<file path="src/hw/rtl/tbqs_pkg.sv">
package tbqs_pkg;

    // Counter widths
    localparam int LENGTH_BITS   = 32;
    localparam int WORD_LEN_BITS = 16;
    localparam int CNT_BITS      = 8;

    // Q1.16 ratios with room for exactly one
    localparam int Q_BITS    = 17;
    localparam int FRAC_BITS = 16;
    localparam int STEP_BITS = $clog2(Q_BITS + 1);

    localparam logic [LENGTH_BITS-1:0]   LEN_MAX  = '1;
    localparam logic [WORD_LEN_BITS-1:0] WLEN_MAX = '1;
    localparam logic [CNT_BITS-1:0]      CNT_MAX  = '1;
    localparam logic [Q_BITS-1:0]        Q_ONE    = Q_BITS'(1) << FRAC_BITS;
    localparam logic [1:0]               LINE_SAT = 2'd2;

    // Score: floor(sum / 10) as a multiply by a rounded-up reciprocal,
    // exact for every sum below 2^20
    localparam int SUM_BITS     = 20;
    localparam int PROD_BITS    = 2 * SUM_BITS;
    localparam int DIV10_SHIFT  = 23;
    localparam logic [SUM_BITS-1:0] DIV10_MUL = SUM_BITS'(838861);

    // floor(lines / 3) for 8-bit values: (x * 171) >> 9
    localparam int DIV3_SHIFT = 9;
    localparam logic [CNT_BITS-1:0] DIV3_MUL = CNT_BITS'(171);

    // Configuration port
    localparam int ADDR_BITS = 5;
    localparam int DATA_BITS = 32;

    // Beat queue between front and back
    localparam int QUEUE_DEPTH = 4;
    localparam int QPTR_BITS   = $clog2(QUEUE_DEPTH);

    typedef enum logic [2:0] {
        REG_MIN_READABILITY   = 3'd0,
        REG_MIN_WORD_QUALITY  = 3'd1,
        REG_WARNING_THRESHOLD = 3'd2,
        REG_WORD_LIMIT        = 3'd3,
        REG_LINE_LIMIT        = 3'd4,
        REG_SPACE_RUN_LIMIT   = 3'd5,
        REG_CONTROL_LIMIT     = 3'd6,
        REG_MIN_LINES         = 3'd7
    } reg_idx_t;

    typedef enum logic [2:0] {
        WARN_NONE         = 3'd0,
        WARN_EMPTY        = 3'd1,
        WARN_READABILITY  = 3'd2,
        WARN_WORD_QUALITY = 3'd3,
        WARN_SCORE        = 3'd4
    } warn_t;

    typedef enum logic [2:0] {
        ST_BYTE,
        ST_CLOSE,
        ST_WAIT_R,
        ST_WAIT_W,
        ST_SCORE,
        ST_FIN
    } back_state_t;

    typedef struct packed {
        logic [Q_BITS-1:0]   min_readability;
        logic [Q_BITS-1:0]   min_word_quality;
        logic [Q_BITS-1:0]   warning_threshold;
        logic [CNT_BITS-1:0] word_limit;
        logic [CNT_BITS-1:0] line_limit;
        logic [CNT_BITS-1:0] space_run_limit;
        logic [CNT_BITS-1:0] control_limit;
        logic [CNT_BITS-1:0] min_lines;
    } cfg_t;

    localparam cfg_t CFG_RESET = '{
        min_readability:   Q_BITS'(52429),
        min_word_quality:  Q_BITS'(32768),
        warning_threshold: Q_BITS'(39322),
        word_limit:        CNT_BITS'(200),
        line_limit:        CNT_BITS'(100),
        space_run_limit:   CNT_BITS'(20),
        control_limit:     CNT_BITS'(10),
        min_lines:         CNT_BITS'(10)
    };

    // One classified byte
    typedef struct packed {
        logic last;
        logic present;
        logic readable;
        logic separator;
        logic letter;
        logic space;
        logic control;
        logic newline;
    } beat_t;

    typedef struct packed {
        logic                   start;
        logic [LENGTH_BITS-1:0] dividend;
        logic [LENGTH_BITS-1:0] divisor;
    } div_req_t;

    typedef struct packed {
        logic              busy;
        logic              done;
        logic [Q_BITS-1:0] quotient;
    } div_rsp_t;

endpackage

</file>
<file path="src/hw/rtl/tbqs_front.sv">
module tbqs_front (
    input  logic            in_valid,
    output logic            in_ready,
    input  logic [7:0]      text_byte,
    input  logic            byte_present,
    input  logic            last_byte,
    input  logic            q_full,
    output logic            q_push,
    output tbqs_pkg::beat_t q_beat
);
    import tbqs_pkg::*;

    localparam logic [7:0] CH_TAB   = 8'h09;
    localparam logic [7:0] CH_LF    = 8'h0A;
    localparam logic [7:0] CH_CR    = 8'h0D;
    localparam logic [7:0] CH_SPACE = 8'h20;

    logic [7:0] folded;

    assign folded   = text_byte | 8'h20;
    assign in_ready = !q_full;
    // drop idle beats here: they change nothing downstream
    assign q_push   = in_valid && !q_full && (byte_present || last_byte);

    always_comb
    begin
        q_beat           = '0;
        q_beat.last      = last_byte;
        q_beat.present   = byte_present;
        q_beat.readable  = text_byte inside {[8'h20:8'h7E], CH_TAB, CH_LF, CH_CR,
                                             [8'h80:8'hF4]};
        q_beat.separator = text_byte inside {[CH_TAB:CH_CR], CH_SPACE};
        q_beat.letter    = folded inside {[8'h61:8'h7A]};
        q_beat.space     = (text_byte == CH_SPACE);
        q_beat.control   = (text_byte < CH_SPACE) && !(text_byte inside {CH_TAB, CH_LF, CH_CR});
        q_beat.newline   = (text_byte == CH_LF);
    end

endmodule

</file>
<file path="src/hw/rtl/tbqs_queue.sv">
module tbqs_queue (
    input  logic            clk,
    input  logic            rst_n,
    input  logic            push,
    input  tbqs_pkg::beat_t push_beat,
    output logic            full,
    input  logic            pop,
    output tbqs_pkg::beat_t pop_beat,
    output logic            empty
);
    import tbqs_pkg::*;

    beat_t                slot_reg [QUEUE_DEPTH];
    logic [QPTR_BITS-1:0] wr_ptr_reg, wr_ptr_next;
    logic [QPTR_BITS-1:0] rd_ptr_reg, rd_ptr_next;
    logic [QPTR_BITS:0]   count_reg,  count_next;

    assign full     = (count_reg == (QPTR_BITS + 1)'(QUEUE_DEPTH));
    assign empty    = (count_reg == '0);
    assign pop_beat = slot_reg[rd_ptr_reg];

    always_comb
    begin
        wr_ptr_next = push ? wr_ptr_reg + 1'b1 : wr_ptr_reg;
        rd_ptr_next = pop  ? rd_ptr_reg + 1'b1 : rd_ptr_reg;
        count_next  = count_reg;
        if (push && !pop)
        begin
            count_next = count_reg + 1'b1;
        end
        else if (pop && !push)
        begin
            count_next = count_reg - 1'b1;
        end
    end

    always_ff @(posedge clk or negedge rst_n)
    begin
        if (!rst_n)
        begin
            wr_ptr_reg <= '0;
            rd_ptr_reg <= '0;
            count_reg  <= '0;
        end
        else
        begin
            wr_ptr_reg <= wr_ptr_next;
            rd_ptr_reg <= rd_ptr_next;
            count_reg  <= count_next;
        end
    end

    always_ff @(posedge clk)
    begin
        if (push)
        begin
            slot_reg[wr_ptr_reg] <= push_beat;
        end
    end

endmodule

</file>
<file path="src/hw/rtl/tbqs_div.sv">
module tbqs_div (
    input  logic               clk,
    input  logic               rst_n,
    input  tbqs_pkg::div_req_t req,
    output tbqs_pkg::div_rsp_t rsp
);
    import tbqs_pkg::*;

    // Restoring division of a <= b: one quotient bit per cycle, integer bit first
    logic [LENGTH_BITS:0]   rem_reg;
    logic [LENGTH_BITS-1:0] den_reg;
    logic [Q_BITS-1:0]      quo_reg;
    logic [STEP_BITS-1:0]   step_reg;
    logic                   busy_reg;
    logic                   done_reg;
    logic                   load;
    logic                   take;
    logic [LENGTH_BITS:0]   rem_sel;
    logic [LENGTH_BITS:0]   rem_next;

    assign load     = req.start && !busy_reg;
    assign take     = (rem_reg >= {1'b0, den_reg});
    assign rem_sel  = take ? (rem_reg - {1'b0, den_reg}) : rem_reg;
    assign rem_next = {rem_sel[LENGTH_BITS-1:0], 1'b0};

    assign rsp.busy     = busy_reg;
    assign rsp.done     = done_reg;
    assign rsp.quotient = quo_reg;

    always_ff @(posedge clk or negedge rst_n)
    begin
        if (!rst_n)
        begin
            busy_reg <= 1'b0;
            done_reg <= 1'b0;
            step_reg <= '0;
        end
        else
        begin
            done_reg <= 1'b0;
            if (load)
            begin
                busy_reg <= 1'b1;
                step_reg <= STEP_BITS'(Q_BITS);
            end
            else if (busy_reg)
            begin
                step_reg <= step_reg - 1'b1;
                if (step_reg == STEP_BITS'(1))
                begin
                    busy_reg <= 1'b0;
                    done_reg <= 1'b1;
                end
            end
        end
    end

    always_ff @(posedge clk)
    begin
        if (load)
        begin
            rem_reg <= {1'b0, req.dividend};
            den_reg <= req.divisor;
        end
        else if (busy_reg)
        begin
            rem_reg <= rem_next;
            quo_reg <= {quo_reg[Q_BITS-2:0], take};
        end
    end

endmodule

</file>
<file path="src/hw/rtl/tbqs_back.sv">
module tbqs_back (
    input  logic                           clk,
    input  logic                           rst_n,
    input  tbqs_pkg::cfg_t                 cfg,
    input  logic                           q_empty,
    input  tbqs_pkg::beat_t                q_beat,
    output logic                           q_pop,
    output tbqs_pkg::div_req_t             div_req,
    input  tbqs_pkg::div_rsp_t             div_rsp,
    output logic                           out_valid,
    input  logic                           out_ready,
    output logic                           is_valid,
    output logic [2:0]                     warning_code,
    output logic [tbqs_pkg::Q_BITS-1:0]    quality_score,
    output logic [tbqs_pkg::Q_BITS-1:0]    readability,
    output logic [tbqs_pkg::Q_BITS-1:0]    word_quality,
    output logic                           has_artifacts,
    output logic                           length_overflow
);
    import tbqs_pkg::*;

    back_state_t              state_reg,   state_next;
    logic [LENGTH_BITS-1:0]   total_reg,   total_next;
    logic [LENGTH_BITS-1:0]   read_reg,    read_next;
    logic [CNT_BITS-1:0]      words_reg,   words_next;
    logic [CNT_BITS-1:0]      good_reg,    good_next;
    logic [WORD_LEN_BITS-1:0] wlen_reg,    wlen_next;
    logic [WORD_LEN_BITS-1:0] letters_reg, letters_next;
    logic [CNT_BITS-1:0]      srun_reg,    srun_next;
    logic                     sflag_reg,   sflag_next;
    logic [CNT_BITS-1:0]      ctrl_reg,    ctrl_next;
    logic [CNT_BITS-1:0]      lines_reg,   lines_next;
    logic [CNT_BITS-1:0]      single_reg,  single_next;
    logic [1:0]               llen_reg,    llen_next;

    logic [Q_BITS-1:0]        r_reg,       r_next;
    logic [Q_BITS-1:0]        w_reg,       w_next;
    logic                     art_reg,     art_next;
    logic                     empty_reg,   empty_next;
    logic [PROD_BITS-1:0]     prod_reg,    prod_next;

    logic                     out_valid_reg, out_valid_next;
    logic                     is_valid_reg;
    warn_t                    code_reg;
    logic [Q_BITS-1:0]        score_out_reg;
    logic [Q_BITS-1:0]        r_out_reg;
    logic [Q_BITS-1:0]        w_out_reg;
    logic                     art_out_reg;
    logic                     ovf_out_reg;

    logic                     load_out;
    logic                     word_good;
    logic                     word_take;
    logic                     line_take;
    logic [CNT_BITS-1:0]      srun_inc;
    logic [2*CNT_BITS-1:0]    third_prod;
    logic [CNT_BITS-1:0]      lines_third;
    logic                     art_calc;
    logic [SUM_BITS-1:0]      score_sum;
    logic [Q_BITS-1:0]        score;

    assign word_good = ({letters_reg, 1'b0} >= {1'b0, wlen_reg})
                       || (wlen_reg <= WORD_LEN_BITS'(2));
    assign word_take = (wlen_reg != '0) && (words_reg < cfg.word_limit);
    assign line_take = (lines_reg < cfg.line_limit);
    assign srun_inc  = (srun_reg == CNT_MAX) ? srun_reg : srun_reg + 1'b1;

    assign third_prod  = (2*CNT_BITS)'(lines_reg) * (2*CNT_BITS)'(DIV3_MUL);
    assign lines_third = CNT_BITS'(third_prod >> DIV3_SHIFT);
    assign art_calc    = sflag_reg || (ctrl_reg > cfg.control_limit)
                         || ((lines_reg > cfg.min_lines) && (single_reg > lines_third));

    assign score_sum = SUM_BITS'({r_reg, 2'b00}) + SUM_BITS'(r_reg)
                     + SUM_BITS'({w_reg, 2'b00})
                     + (art_reg ? SUM_BITS'(0) : SUM_BITS'(Q_ONE));
    assign score     = prod_reg[DIV10_SHIFT +: Q_BITS];

    always_comb
    begin
        state_next   = state_reg;
        total_next   = total_reg;
        read_next    = read_reg;
        words_next   = words_reg;
        good_next    = good_reg;
        wlen_next    = wlen_reg;
        letters_next = letters_reg;
        srun_next    = srun_reg;
        sflag_next   = sflag_reg;
        ctrl_next    = ctrl_reg;
        lines_next   = lines_reg;
        single_next  = single_reg;
        llen_next    = llen_reg;
        r_next       = r_reg;
        w_next       = w_reg;
        art_next     = art_reg;
        empty_next   = empty_reg;
        prod_next    = prod_reg;
        q_pop        = 1'b0;
        div_req      = '0;
        load_out     = 1'b0;

        case (state_reg)
            ST_BYTE:
            begin
                if (!q_empty)
                begin
                    q_pop = 1'b1;
                    if (q_beat.present)
                    begin
                        if (total_reg != LEN_MAX)
                        begin
                            total_next = total_reg + 1'b1;
                            if (q_beat.readable)
                            begin
                                read_next = read_reg + 1'b1;
                            end
                        end

                        if (q_beat.separator)
                        begin
                            if (word_take)
                            begin
                                words_next = words_reg + 1'b1;
                                if (word_good)
                                begin
                                    good_next = good_reg + 1'b1;
                                end
                            end
                            wlen_next    = '0;
                            letters_next = '0;
                        end
                        else
                        begin
                            if (wlen_reg != WLEN_MAX)
                            begin
                                wlen_next = wlen_reg + 1'b1;
                            end
                            if (q_beat.letter && (letters_reg != WLEN_MAX))
                            begin
                                letters_next = letters_reg + 1'b1;
                            end
                        end

                        if (q_beat.space)
                        begin
                            srun_next = srun_inc;
                            if (srun_inc > cfg.space_run_limit)
                            begin
                                sflag_next = 1'b1;
                            end
                        end
                        else
                        begin
                            srun_next = '0;
                        end

                        if (q_beat.control && (ctrl_reg != CNT_MAX))
                        begin
                            ctrl_next = ctrl_reg + 1'b1;
                        end

                        if (q_beat.newline)
                        begin
                            if (line_take)
                            begin
                                lines_next = lines_reg + 1'b1;
                                if (llen_reg == 2'd1)
                                begin
                                    single_next = single_reg + 1'b1;
                                end
                            end
                            llen_next = '0;
                        end
                        else if (llen_reg != LINE_SAT)
                        begin
                            llen_next = llen_reg + 1'b1;
                        end
                    end
                    if (q_beat.last)
                    begin
                        state_next = ST_CLOSE;
                    end
                end
            end

            ST_CLOSE:
            begin
                // close the trailing word and a nonempty trailing line
                if (word_take)
                begin
                    words_next = words_reg + 1'b1;
                    if (word_good)
                    begin
                        good_next = good_reg + 1'b1;
                    end
                end
                wlen_next    = '0;
                letters_next = '0;
                if (llen_reg != '0)
                begin
                    if (line_take)
                    begin
                        lines_next = lines_reg + 1'b1;
                        if (llen_reg == 2'd1)
                        begin
                            single_next = single_reg + 1'b1;
                        end
                    end
                    llen_next = '0;
                end
                if (total_reg == '0)
                begin
                    empty_next = 1'b1;
                    state_next = ST_FIN;
                end
                else
                begin
                    empty_next       = 1'b0;
                    div_req.start    = 1'b1;
                    div_req.dividend = read_reg;
                    div_req.divisor  = total_reg;
                    state_next       = ST_WAIT_R;
                end
            end

            ST_WAIT_R:
            begin
                art_next = art_calc;
                if (div_rsp.done)
                begin
                    r_next = div_rsp.quotient;
                    if (words_reg != '0)
                    begin
                        div_req.start    = 1'b1;
                        div_req.dividend = LENGTH_BITS'(good_reg);
                        div_req.divisor  = LENGTH_BITS'(words_reg);
                        state_next       = ST_WAIT_W;
                    end
                    else
                    begin
                        w_next     = '0;
                        state_next = ST_SCORE;
                    end
                end
            end

            ST_WAIT_W:
            begin
                if (div_rsp.done)
                begin
                    w_next     = div_rsp.quotient;
                    state_next = ST_SCORE;
                end
            end

            ST_SCORE:
            begin
                prod_next  = score_sum * DIV10_MUL;
                state_next = ST_FIN;
            end

            ST_FIN:
            begin
                if (!out_valid_reg || out_ready)
                begin
                    load_out     = 1'b1;
                    total_next   = '0;
                    read_next    = '0;
                    words_next   = '0;
                    good_next    = '0;
                    wlen_next    = '0;
                    letters_next = '0;
                    srun_next    = '0;
                    sflag_next   = 1'b0;
                    ctrl_next    = '0;
                    lines_next   = '0;
                    single_next  = '0;
                    llen_next    = '0;
                    state_next   = ST_BYTE;
                end
            end

            default:
            begin
                state_next = ST_BYTE;
            end
        endcase
    end

    always_comb
    begin
        out_valid_next = out_valid_reg;
        if (load_out)
        begin
            out_valid_next = 1'b1;
        end
        else if (out_ready)
        begin
            out_valid_next = 1'b0;
        end
    end

    always_ff @(posedge clk or negedge rst_n)
    begin
        if (!rst_n)
        begin
            state_reg     <= ST_BYTE;
            total_reg     <= '0;
            read_reg      <= '0;
            words_reg     <= '0;
            good_reg      <= '0;
            wlen_reg      <= '0;
            letters_reg   <= '0;
            srun_reg      <= '0;
            sflag_reg     <= 1'b0;
            ctrl_reg      <= '0;
            lines_reg     <= '0;
            single_reg    <= '0;
            llen_reg      <= '0;
            out_valid_reg <= 1'b0;
        end
        else
        begin
            state_reg     <= state_next;
            total_reg     <= total_next;
            read_reg      <= read_next;
            words_reg     <= words_next;
            good_reg      <= good_next;
            wlen_reg      <= wlen_next;
            letters_reg   <= letters_next;
            srun_reg      <= srun_next;
            sflag_reg     <= sflag_next;
            ctrl_reg      <= ctrl_next;
            lines_reg     <= lines_next;
            single_reg    <= single_next;
            llen_reg      <= llen_next;
            out_valid_reg <= out_valid_next;
        end
    end

    always_ff @(posedge clk)
    begin
        r_reg      <= r_next;
        w_reg      <= w_next;
        art_reg    <= art_next;
        empty_reg  <= empty_next;
        prod_reg   <= prod_next;
        if (load_out)
        begin
            if (empty_reg)
            begin
                is_valid_reg  <= 1'b0;
                code_reg      <= WARN_EMPTY;
                score_out_reg <= '0;
                r_out_reg     <= '0;
                w_out_reg     <= '0;
                art_out_reg   <= 1'b0;
                ovf_out_reg   <= 1'b0;
            end
            else
            begin
                if (r_reg < cfg.min_readability)
                begin
                    is_valid_reg <= 1'b0;
                    code_reg     <= WARN_READABILITY;
                end
                else if (w_reg < cfg.min_word_quality)
                begin
                    is_valid_reg <= 1'b0;
                    code_reg     <= WARN_WORD_QUALITY;
                end
                else if (score < cfg.warning_threshold)
                begin
                    is_valid_reg <= 1'b1;
                    code_reg     <= WARN_SCORE;
                end
                else
                begin
                    is_valid_reg <= 1'b1;
                    code_reg     <= WARN_NONE;
                end
                score_out_reg <= score;
                r_out_reg     <= r_reg;
                w_out_reg     <= w_reg;
                art_out_reg   <= art_reg;
                ovf_out_reg   <= (total_reg == LEN_MAX);
            end
        end
    end

    assign out_valid       = out_valid_reg;
    assign is_valid        = is_valid_reg;
    assign warning_code    = code_reg;
    assign quality_score   = score_out_reg;
    assign readability     = r_out_reg;
    assign word_quality    = w_out_reg;
    assign has_artifacts   = art_out_reg;
    assign length_overflow = ovf_out_reg;

    a_clear_after_verdict: assert property (@(posedge clk) disable iff (!rst_n)
        (state_reg == ST_FIN && load_out)
        |=> (total_reg == '0 && words_reg == '0 && lines_reg == '0 && !sflag_reg))
        else $error("counters not cleared after verdict");

    a_good_within_words: assert property (@(posedge clk) disable iff (!rst_n)
        good_reg <= words_reg)
        else $error("good word count exceeds sampled words");

    a_single_within_lines: assert property (@(posedge clk) disable iff (!rst_n)
        single_reg <= lines_reg)
        else $error("single-byte lines exceed sampled lines");

    a_div_start_idle: assert property (@(posedge clk) disable iff (!rst_n)
        div_req.start |-> !div_rsp.busy)
        else $error("divider started while busy");

    a_no_pop_while_dividing: assert property (@(posedge clk) disable iff (!rst_n)
        (state_reg == ST_WAIT_R || state_reg == ST_WAIT_W) |-> !q_pop)
        else $error("beat taken during verdict");

endmodule

</file>
<file path="src/hw/rtl/text_byte_quality_scorer.sv">
// Throughput: one text byte per cycle while a text is in progress and the queue is
//   not full. Verdict: the shared bit-serial divider works out readability, then
//   word quality; a text without words skips the second division, an empty text
//   skips both.
// Reset: rst_n clears all counters, the beat queue and the output valid flag and
//   loads the configuration registers with their defaults.
module text_byte_quality_scorer (
    input  logic                              clk,
    input  logic                              rst_n,

    input  logic                              psel,
    input  logic                              penable,
    input  logic                              pwrite,
    input  logic [tbqs_pkg::ADDR_BITS-1:0]    paddr,
    input  logic [tbqs_pkg::DATA_BITS-1:0]    pwdata,
    output logic [tbqs_pkg::DATA_BITS-1:0]    prdata,
    output logic                              pready,

    input  logic                              in_valid,
    output logic                              in_ready,
    input  logic [7:0]                        text_byte,
    input  logic                              byte_present,
    input  logic                              last_byte,

    output logic                              out_valid,
    input  logic                              out_ready,
    output logic                              is_valid,
    output logic [2:0]                        warning_code,
    output logic [tbqs_pkg::Q_BITS-1:0]       quality_score,
    output logic [tbqs_pkg::Q_BITS-1:0]       readability,
    output logic [tbqs_pkg::Q_BITS-1:0]       word_quality,
    output logic                              has_artifacts,
    output logic                              length_overflow
);
    import tbqs_pkg::*;

    // Structure:
    //   front  - classify each incoming byte beat (readable, separator, letter,
    //            space, control, newline) and drop idle beats
    //   queue  - four-entry beat queue; the front keeps taking bytes while the
    //            back is busy working out a verdict
    //   back   - per-byte counters, then the end-of-text sequence: close the
    //            trailing word and line, up to two ratio divisions, the weighted score
    //            and the checks, into an output register
    //   div    - shared restoring divider, one quotient bit per cycle

    cfg_t     cfg_reg, cfg_next;
    reg_idx_t reg_idx;
    logic     cfg_write;

    beat_t    front_beat;
    beat_t    queue_beat;
    logic     q_push;
    logic     q_pop;
    logic     q_full;
    logic     q_empty;

    div_req_t div_req;
    div_rsp_t div_rsp;

    // Configuration registers: zero wait states, write on the access phase
    assign pready    = 1'b1;
    assign reg_idx   = reg_idx_t'(paddr[ADDR_BITS-1:2]);
    assign cfg_write = psel && penable && pwrite;

    always_comb
    begin
        cfg_next = cfg_reg;
        if (cfg_write)
        begin
            case (reg_idx)
                REG_MIN_READABILITY:   cfg_next.min_readability   = pwdata[Q_BITS-1:0];
                REG_MIN_WORD_QUALITY:  cfg_next.min_word_quality  = pwdata[Q_BITS-1:0];
                REG_WARNING_THRESHOLD: cfg_next.warning_threshold = pwdata[Q_BITS-1:0];
                REG_WORD_LIMIT:        cfg_next.word_limit        = pwdata[CNT_BITS-1:0];
                REG_LINE_LIMIT:        cfg_next.line_limit        = pwdata[CNT_BITS-1:0];
                REG_SPACE_RUN_LIMIT:   cfg_next.space_run_limit   = pwdata[CNT_BITS-1:0];
                REG_CONTROL_LIMIT:     cfg_next.control_limit     = pwdata[CNT_BITS-1:0];
                REG_MIN_LINES:         cfg_next.min_lines         = pwdata[CNT_BITS-1:0];
                default:               cfg_next = cfg_reg;
            endcase
        end
    end

    always_comb
    begin
        case (reg_idx)
            REG_MIN_READABILITY:   prdata = DATA_BITS'(cfg_reg.min_readability);
            REG_MIN_WORD_QUALITY:  prdata = DATA_BITS'(cfg_reg.min_word_quality);
            REG_WARNING_THRESHOLD: prdata = DATA_BITS'(cfg_reg.warning_threshold);
            REG_WORD_LIMIT:        prdata = DATA_BITS'(cfg_reg.word_limit);
            REG_LINE_LIMIT:        prdata = DATA_BITS'(cfg_reg.line_limit);
            REG_SPACE_RUN_LIMIT:   prdata = DATA_BITS'(cfg_reg.space_run_limit);
            REG_CONTROL_LIMIT:     prdata = DATA_BITS'(cfg_reg.control_limit);
            REG_MIN_LINES:         prdata = DATA_BITS'(cfg_reg.min_lines);
            default:               prdata = '0;
        endcase
    end

    always_ff @(posedge clk or negedge rst_n)
    begin
        if (!rst_n)
        begin
            cfg_reg <= CFG_RESET;
        end
        else
        begin
            cfg_reg <= cfg_next;
        end
    end

    // Accept and classify
    tbqs_front u_front (
        .in_valid     (in_valid),
        .in_ready     (in_ready),
        .text_byte    (text_byte),
        .byte_present (byte_present),
        .last_byte    (last_byte),
        .q_full       (q_full),
        .q_push       (q_push),
        .q_beat       (front_beat)
    );

    // Decouple front from back
    tbqs_queue u_queue (
        .clk       (clk),
        .rst_n     (rst_n),
        .push      (q_push),
        .push_beat (front_beat),
        .full      (q_full),
        .pop       (q_pop),
        .pop_beat  (queue_beat),
        .empty     (q_empty)
    );

    // Ratio divider, shared by readability and word quality
    tbqs_div u_div (
        .clk   (clk),
        .rst_n (rst_n),
        .req   (div_req),
        .rsp   (div_rsp)
    );

    // Count, close and score; hold the verdict beat until taken
    tbqs_back u_back (
        .clk             (clk),
        .rst_n           (rst_n),
        .cfg             (cfg_reg),
        .q_empty         (q_empty),
        .q_beat          (queue_beat),
        .q_pop           (q_pop),
        .div_req         (div_req),
        .div_rsp         (div_rsp),
        .out_valid       (out_valid),
        .out_ready       (out_ready),
        .is_valid        (is_valid),
        .warning_code    (warning_code),
        .quality_score   (quality_score),
        .readability     (readability),
        .word_quality    (word_quality),
        .has_artifacts   (has_artifacts),
        .length_overflow (length_overflow)
    );

endmodule
</file>
<file path="config.mk">
export PLATFORM = sky130hd
export DESIGN_NAME = text_byte_quality_scorer
export DESIGN_NICKNAME = d
export VERILOG_FILES = /design/src/hw/rtl/tbqs_pkg.sv /design/src/hw/rtl/tbqs_front.sv /design/src/hw/rtl/tbqs_queue.sv /design/src/hw/rtl/tbqs_div.sv /design/src/hw/rtl/tbqs_back.sv /design/src/hw/rtl/text_byte_quality_scorer.sv
export SDC_FILE = /design/constraint.sdc
export NUM_CORES = 2
export LEC_CHECK = 0
export BUFFER_PORTS_ARGS = -buffer_cell sky130_fd_sc_hd__buf_2
export CAP_MARGIN = 20
export CORE_UTILIZATION = 35
export CTS_CLUSTER_DIAMETER = 50
export DETAILED_ROUTE_END_ITERATION = 10
export GPL_TIMING_DRIVEN = 0
export HOLD_SLACK_MARGIN = 0.03
export SLEW_MARGIN = 20
export SYNTH_ARGS = -nofsm -noshare
export SYNTH_HDL_FRONTEND = slang
export SYNTH_SLANG_ARGS = --single-unit
</file>
<file path="constraint.sdc">
create_clock -name clk -period 25.7 [get_ports clk]
set_clock_uncertainty 0.2 [all_clocks]
set_input_delay 2.57 -clock clk [delete_from_list [all_inputs] [get_ports clk]]
set_output_delay 2.57 -clock clk [all_outputs]
set_load 0.05 [all_outputs]
</file>
==> tab_implementation.tex <==
\begin{tabular}{lr}
\hline
Metric & Value \\
\hline
\multicolumn{2}{l}{\textbf{STA}} \\
Setup tns final & 0 ns \\
Count of pins over their slew limit & 0 \\
Smallest hold slack & 0.240 ns \\
Highest attainable clock frequency & 96.6 MHz \\
Worst-margin pin slew & 1.11 ns \\
Setup repair after global routing missed its margin & no \\
Final min period & 10.35 ns \\
Worst rel slew slack & 0.263 \\
Final period utilization & 0.403 \\
Final-report hold violation count & 0 \\
Final setup violating endpoints & 0 \\
\multicolumn{2}{l}{\textbf{Yosys}} \\
Synth Area in XOR/XNOR & 0.0405 \\
Most used flip-flop cell after synthesis & dfrtp\_1 \\
Post-Synthesis Cell Area & 0.0350 sq mm \\
Fraction of registers with async set or reset after synthesis & 0.533 \\
Flip-flop and latch count after synthesis & 480 \\
Dominant combinational cell family by area after synthesis & adder cells \\
Yosys warns & 0 \\
Mux cell area share after synthesis & 0.0259 \\
Mean instance size in the synthesized netlist & 10.2 sq um \\
Basic-gate share of the synthesized area counting and, or, nand and nor cells & 0.125 \\
Synthesized instance count & 3,427 \\
Sequential area share after synthesis & 0.376 \\
Adder-cell share of the synthesized area & 0.252 \\
Post-synth cell types & 96 \\
Complex-gate fraction of the synthesized area & 0.109 \\
Post-synth EDFFs & 223 \\
\multicolumn{2}{l}{\textbf{Worst setup path}} \\
Capturing element type of the critical path & flip-flop \\
CP top delay family & adder cells \\
Sort of element at the start of the critical path & flip-flop \\
Required time reported for the critical path endpoint & 25.87 ns \\
Crit-path slowest cell & a211oi\_1 \\
Reg-to-reg endpoint & u\_back.prod\_reg[30] \\
Crit path depth & 35 \\
Buf/Inv on CP & 8 \\
Register-to-Register Path Depth & 35 \\
Worst path max stage delay & between 0.6 and 0.7 ns \\
Startpoint of the worst register-to-register path & u\_back.w\_reg[2] \\
Crit path DAT & $\sim$11 ns \\
Most frequent cell on the critical path & inv\_1 \\
Worst-path fanout max & 5 \\
R2r setup slk & 15.35 ns \\
Critical path class & flip-flop to flip-flop \\
\multicolumn{2}{l}{\textbf{Clock tree}} \\
Clock tree root driver cell & clkbuf\_16 \\
Skew-Pair Late Insertion Delay & about 0.64 ns \\
Number of buffers added to fix hold violations after cts & 0 \\
Clock edge transition at the registers on the reported setup and hold paths & roughly 0.060 ns \\
Number of buffers on the longest clock path & 3 \\
Post-cts repair resize count & 0 \\
TritonCTS sink count & 480 \\
Clock tree from TritonCTS & built \\
Total number of H-tree levels & 3 \\
Number of buffers created by CTS & 75 \\
Post-CTS setup-driven buffer insertion count & 0 \\
\multicolumn{2}{l}{\textbf{Global routing}} \\
Initial antenna violation count & 1 \\
All-layer global routing usage & 0.189 \\
Via count of the first global-routing pass & roughly 25,000 \\
Maximum number of pins on one net before global-route repair & a little under 100 \\
Total grt overflow & 0 \\
First-pass GRT wire length & 149,000 um \\
\multicolumn{2}{l}{\textbf{Worst hold path}} \\
Class of the tightest hold or removal check & flip-flop to flip-flop \\
End point of the worst hold path & u\_back.r\_reg[16] \\
Source of the worst hold timing path & u\_div.quo\_reg[16] \\
Cell depth of the worst hold path & 0 \\
\multicolumn{2}{l}{\textbf{Routing}} \\
Post-detailed-route wirelength per cell & about 19 um \\
Count of nets left with antenna violations after detail routing & 0 \\
Total iterations of the first detailed-routing run & 6 \\
Post-Route WL & 94,400 um \\
Vias/cell & between 5 and 6 \\
Via count & around 25,000 \\
DRC violation count after routing & 0 \\
Drt initial violations & 1,565 \\
\multicolumn{2}{l}{\textbf{Floorplanning}} \\
Die ar. & 0.101 sq mm \\
Starting utilization of the core area & 0.355 \\
Num rows & 115 \\
Boundary Pins & approximately 150 \\
Die height & 318 um \\
Core Region & 0.0987 sq mm \\
Die X-Extent & 318 um \\
\multicolumn{2}{l}{\textbf{Final layout}} \\
Most frequent cells in the layout & inv\_1, ha\_1, dfrtp\_1, nor2\_1, edfxtp\_1 \\
Max FFs per register & 91 \\
Flip-flop and latch area & 0.0132 sq mm \\
Area of the multi-input gates & 0.0194 sq mm \\
Fill cell total of the finished layout & 9,674 \\
Leading cell type in the layout, fill and taps excluded & inv\_1 \\
Area Overhead vs Synth & 14.2\% \\
Fraction of final layout cells sized beyond drive strength 1 & 0.104 \\
Number of nets in the final layout & between 4,000 and 5,000 \\
Antenna cells & 0 \\
\multicolumn{2}{l}{\textbf{Place}} \\
Count of port buffers added during placement & approximately 110 \\
Detailed Place HPWL & between 70,000 and 80,000 um \\
Global placement routability congestion & 0.900 \\
\multicolumn{2}{l}{\textbf{Outcome}} \\
Result of the run & finished clean \\
\multicolumn{2}{l}{\textbf{Flow run}} \\
Max-cap violations & 0 \\
\hline
\end{tabular}
[worst max-delay path by stage]
stage | startpoint | to
2_1_floorplan | u_back.r_reg[2] | u_back.prod_reg[38]
3_3_place_gp | u_back.r_reg[2] | u_back.prod_reg[39]
3_5_place_dp | u_back.r_reg[2] | u_back.prod_reg[39]
4_1_cts | u_back.r_reg[2] | u_back.prod_reg[39]
5_1_grt | u_back.r_reg[2] | u_back.prod_reg[39]
6_report | u_back.w_reg[2] | u_back.prod_reg[30]
[final cells by class]
type / count / share of cell area
repair buffers: 112 / 0.0174
clock buffers: 86 / 0.0490
well taps: 1287 / 0.0402
plain buffers: 116 / 0.0139
multi-input cells: 2326 / 0.486
inverters: 519 / 0.0487
clock inverters: 52 / 0.0162
flip-flops and latches: 480 / 0.329
[per-layer routing]
layer / GRT usage / up-vias / share of wire
li1: - / 12200 / -
met1: 0.260 / 12400 / 0.46
met2: 0.300 / 573 / 0.46
met3: 0.0290 / 162 / 0.050
met4: 0.0698 / 0 / 0.034
met5: 0 / - / 0
[worst reg2reg max path: cells and delay by family, from the launching register on]
| kind | cells | cell delay, ns |
|---|---|---|
| AO/OA/AOI/OAI | 12 | 2.80 |
| XOR/XNOR | 2 | 0.78 |
| adder cells (fa/ha/maj) | 12 | 5.04 |
| buffers and inverters | 8 | 0.64 |
| flip-flops | 1 | 0.50 |
| AND/OR/NAND/NOR | 1 | 0.13 |
[synth_stat cells (all sizes together), types with 8 or more instances]
cell,instances,area [sq um]
fa,171,3420
edfxtp,223,6700
or3,30,188
xnor2,75,657
nand3,81,410
o31ai,11,87.6
nor2,228,873
o21a,31,233
inv,518,1940
a31oi,22,150
a221oi,16,140
o21bai,11,82.6
nor2b,44,275
mux4,8,180
nor4,21,144
a22o,13,114
nand2,215,810
clkbuf,75,285
xor2,87,762
ha,433,5420
a32o,11,110
buf,41,268
nand2b,20,125
nor3,51,255
and3,56,350
a21o,69,518
o21ai,180,901
and4,11,96.3
and2,42,263
mux2,28,315
a211oi,14,115
o22ai,12,75.1
mux2i,41,410
o211ai,10,75.1
nand4,63,415
dfrtp,226,5660
a21oi,111,571
dfstp,30,788
or2,9,58.8
[stage by stage]
stage	setup slack [ns]	instances	area, sq um	utilization
after detailed placement	15.31	4840	37400	0.379
after global placement	15.33	4833	37200	0.377
final	15.35	4978	40000	0.405
after global routing	14.79	4978	40000	0.405
after floorplan	16.78	3441	35100	-
after CTS	15.26	4978	40000	0.405
[logic make-up after synthesis]
group	Yosys count
AOI/OAI and AO/OA	582
xor gates and xnor gates	162
adders and majority gates	604
buffers and inverters	635
DFF	480
muxes	77
other	2
and+or+nand+nor	885
Power is not shown: default switching activity piles up to over one toggle a cycle in this logic, so the estimate is an artifact.
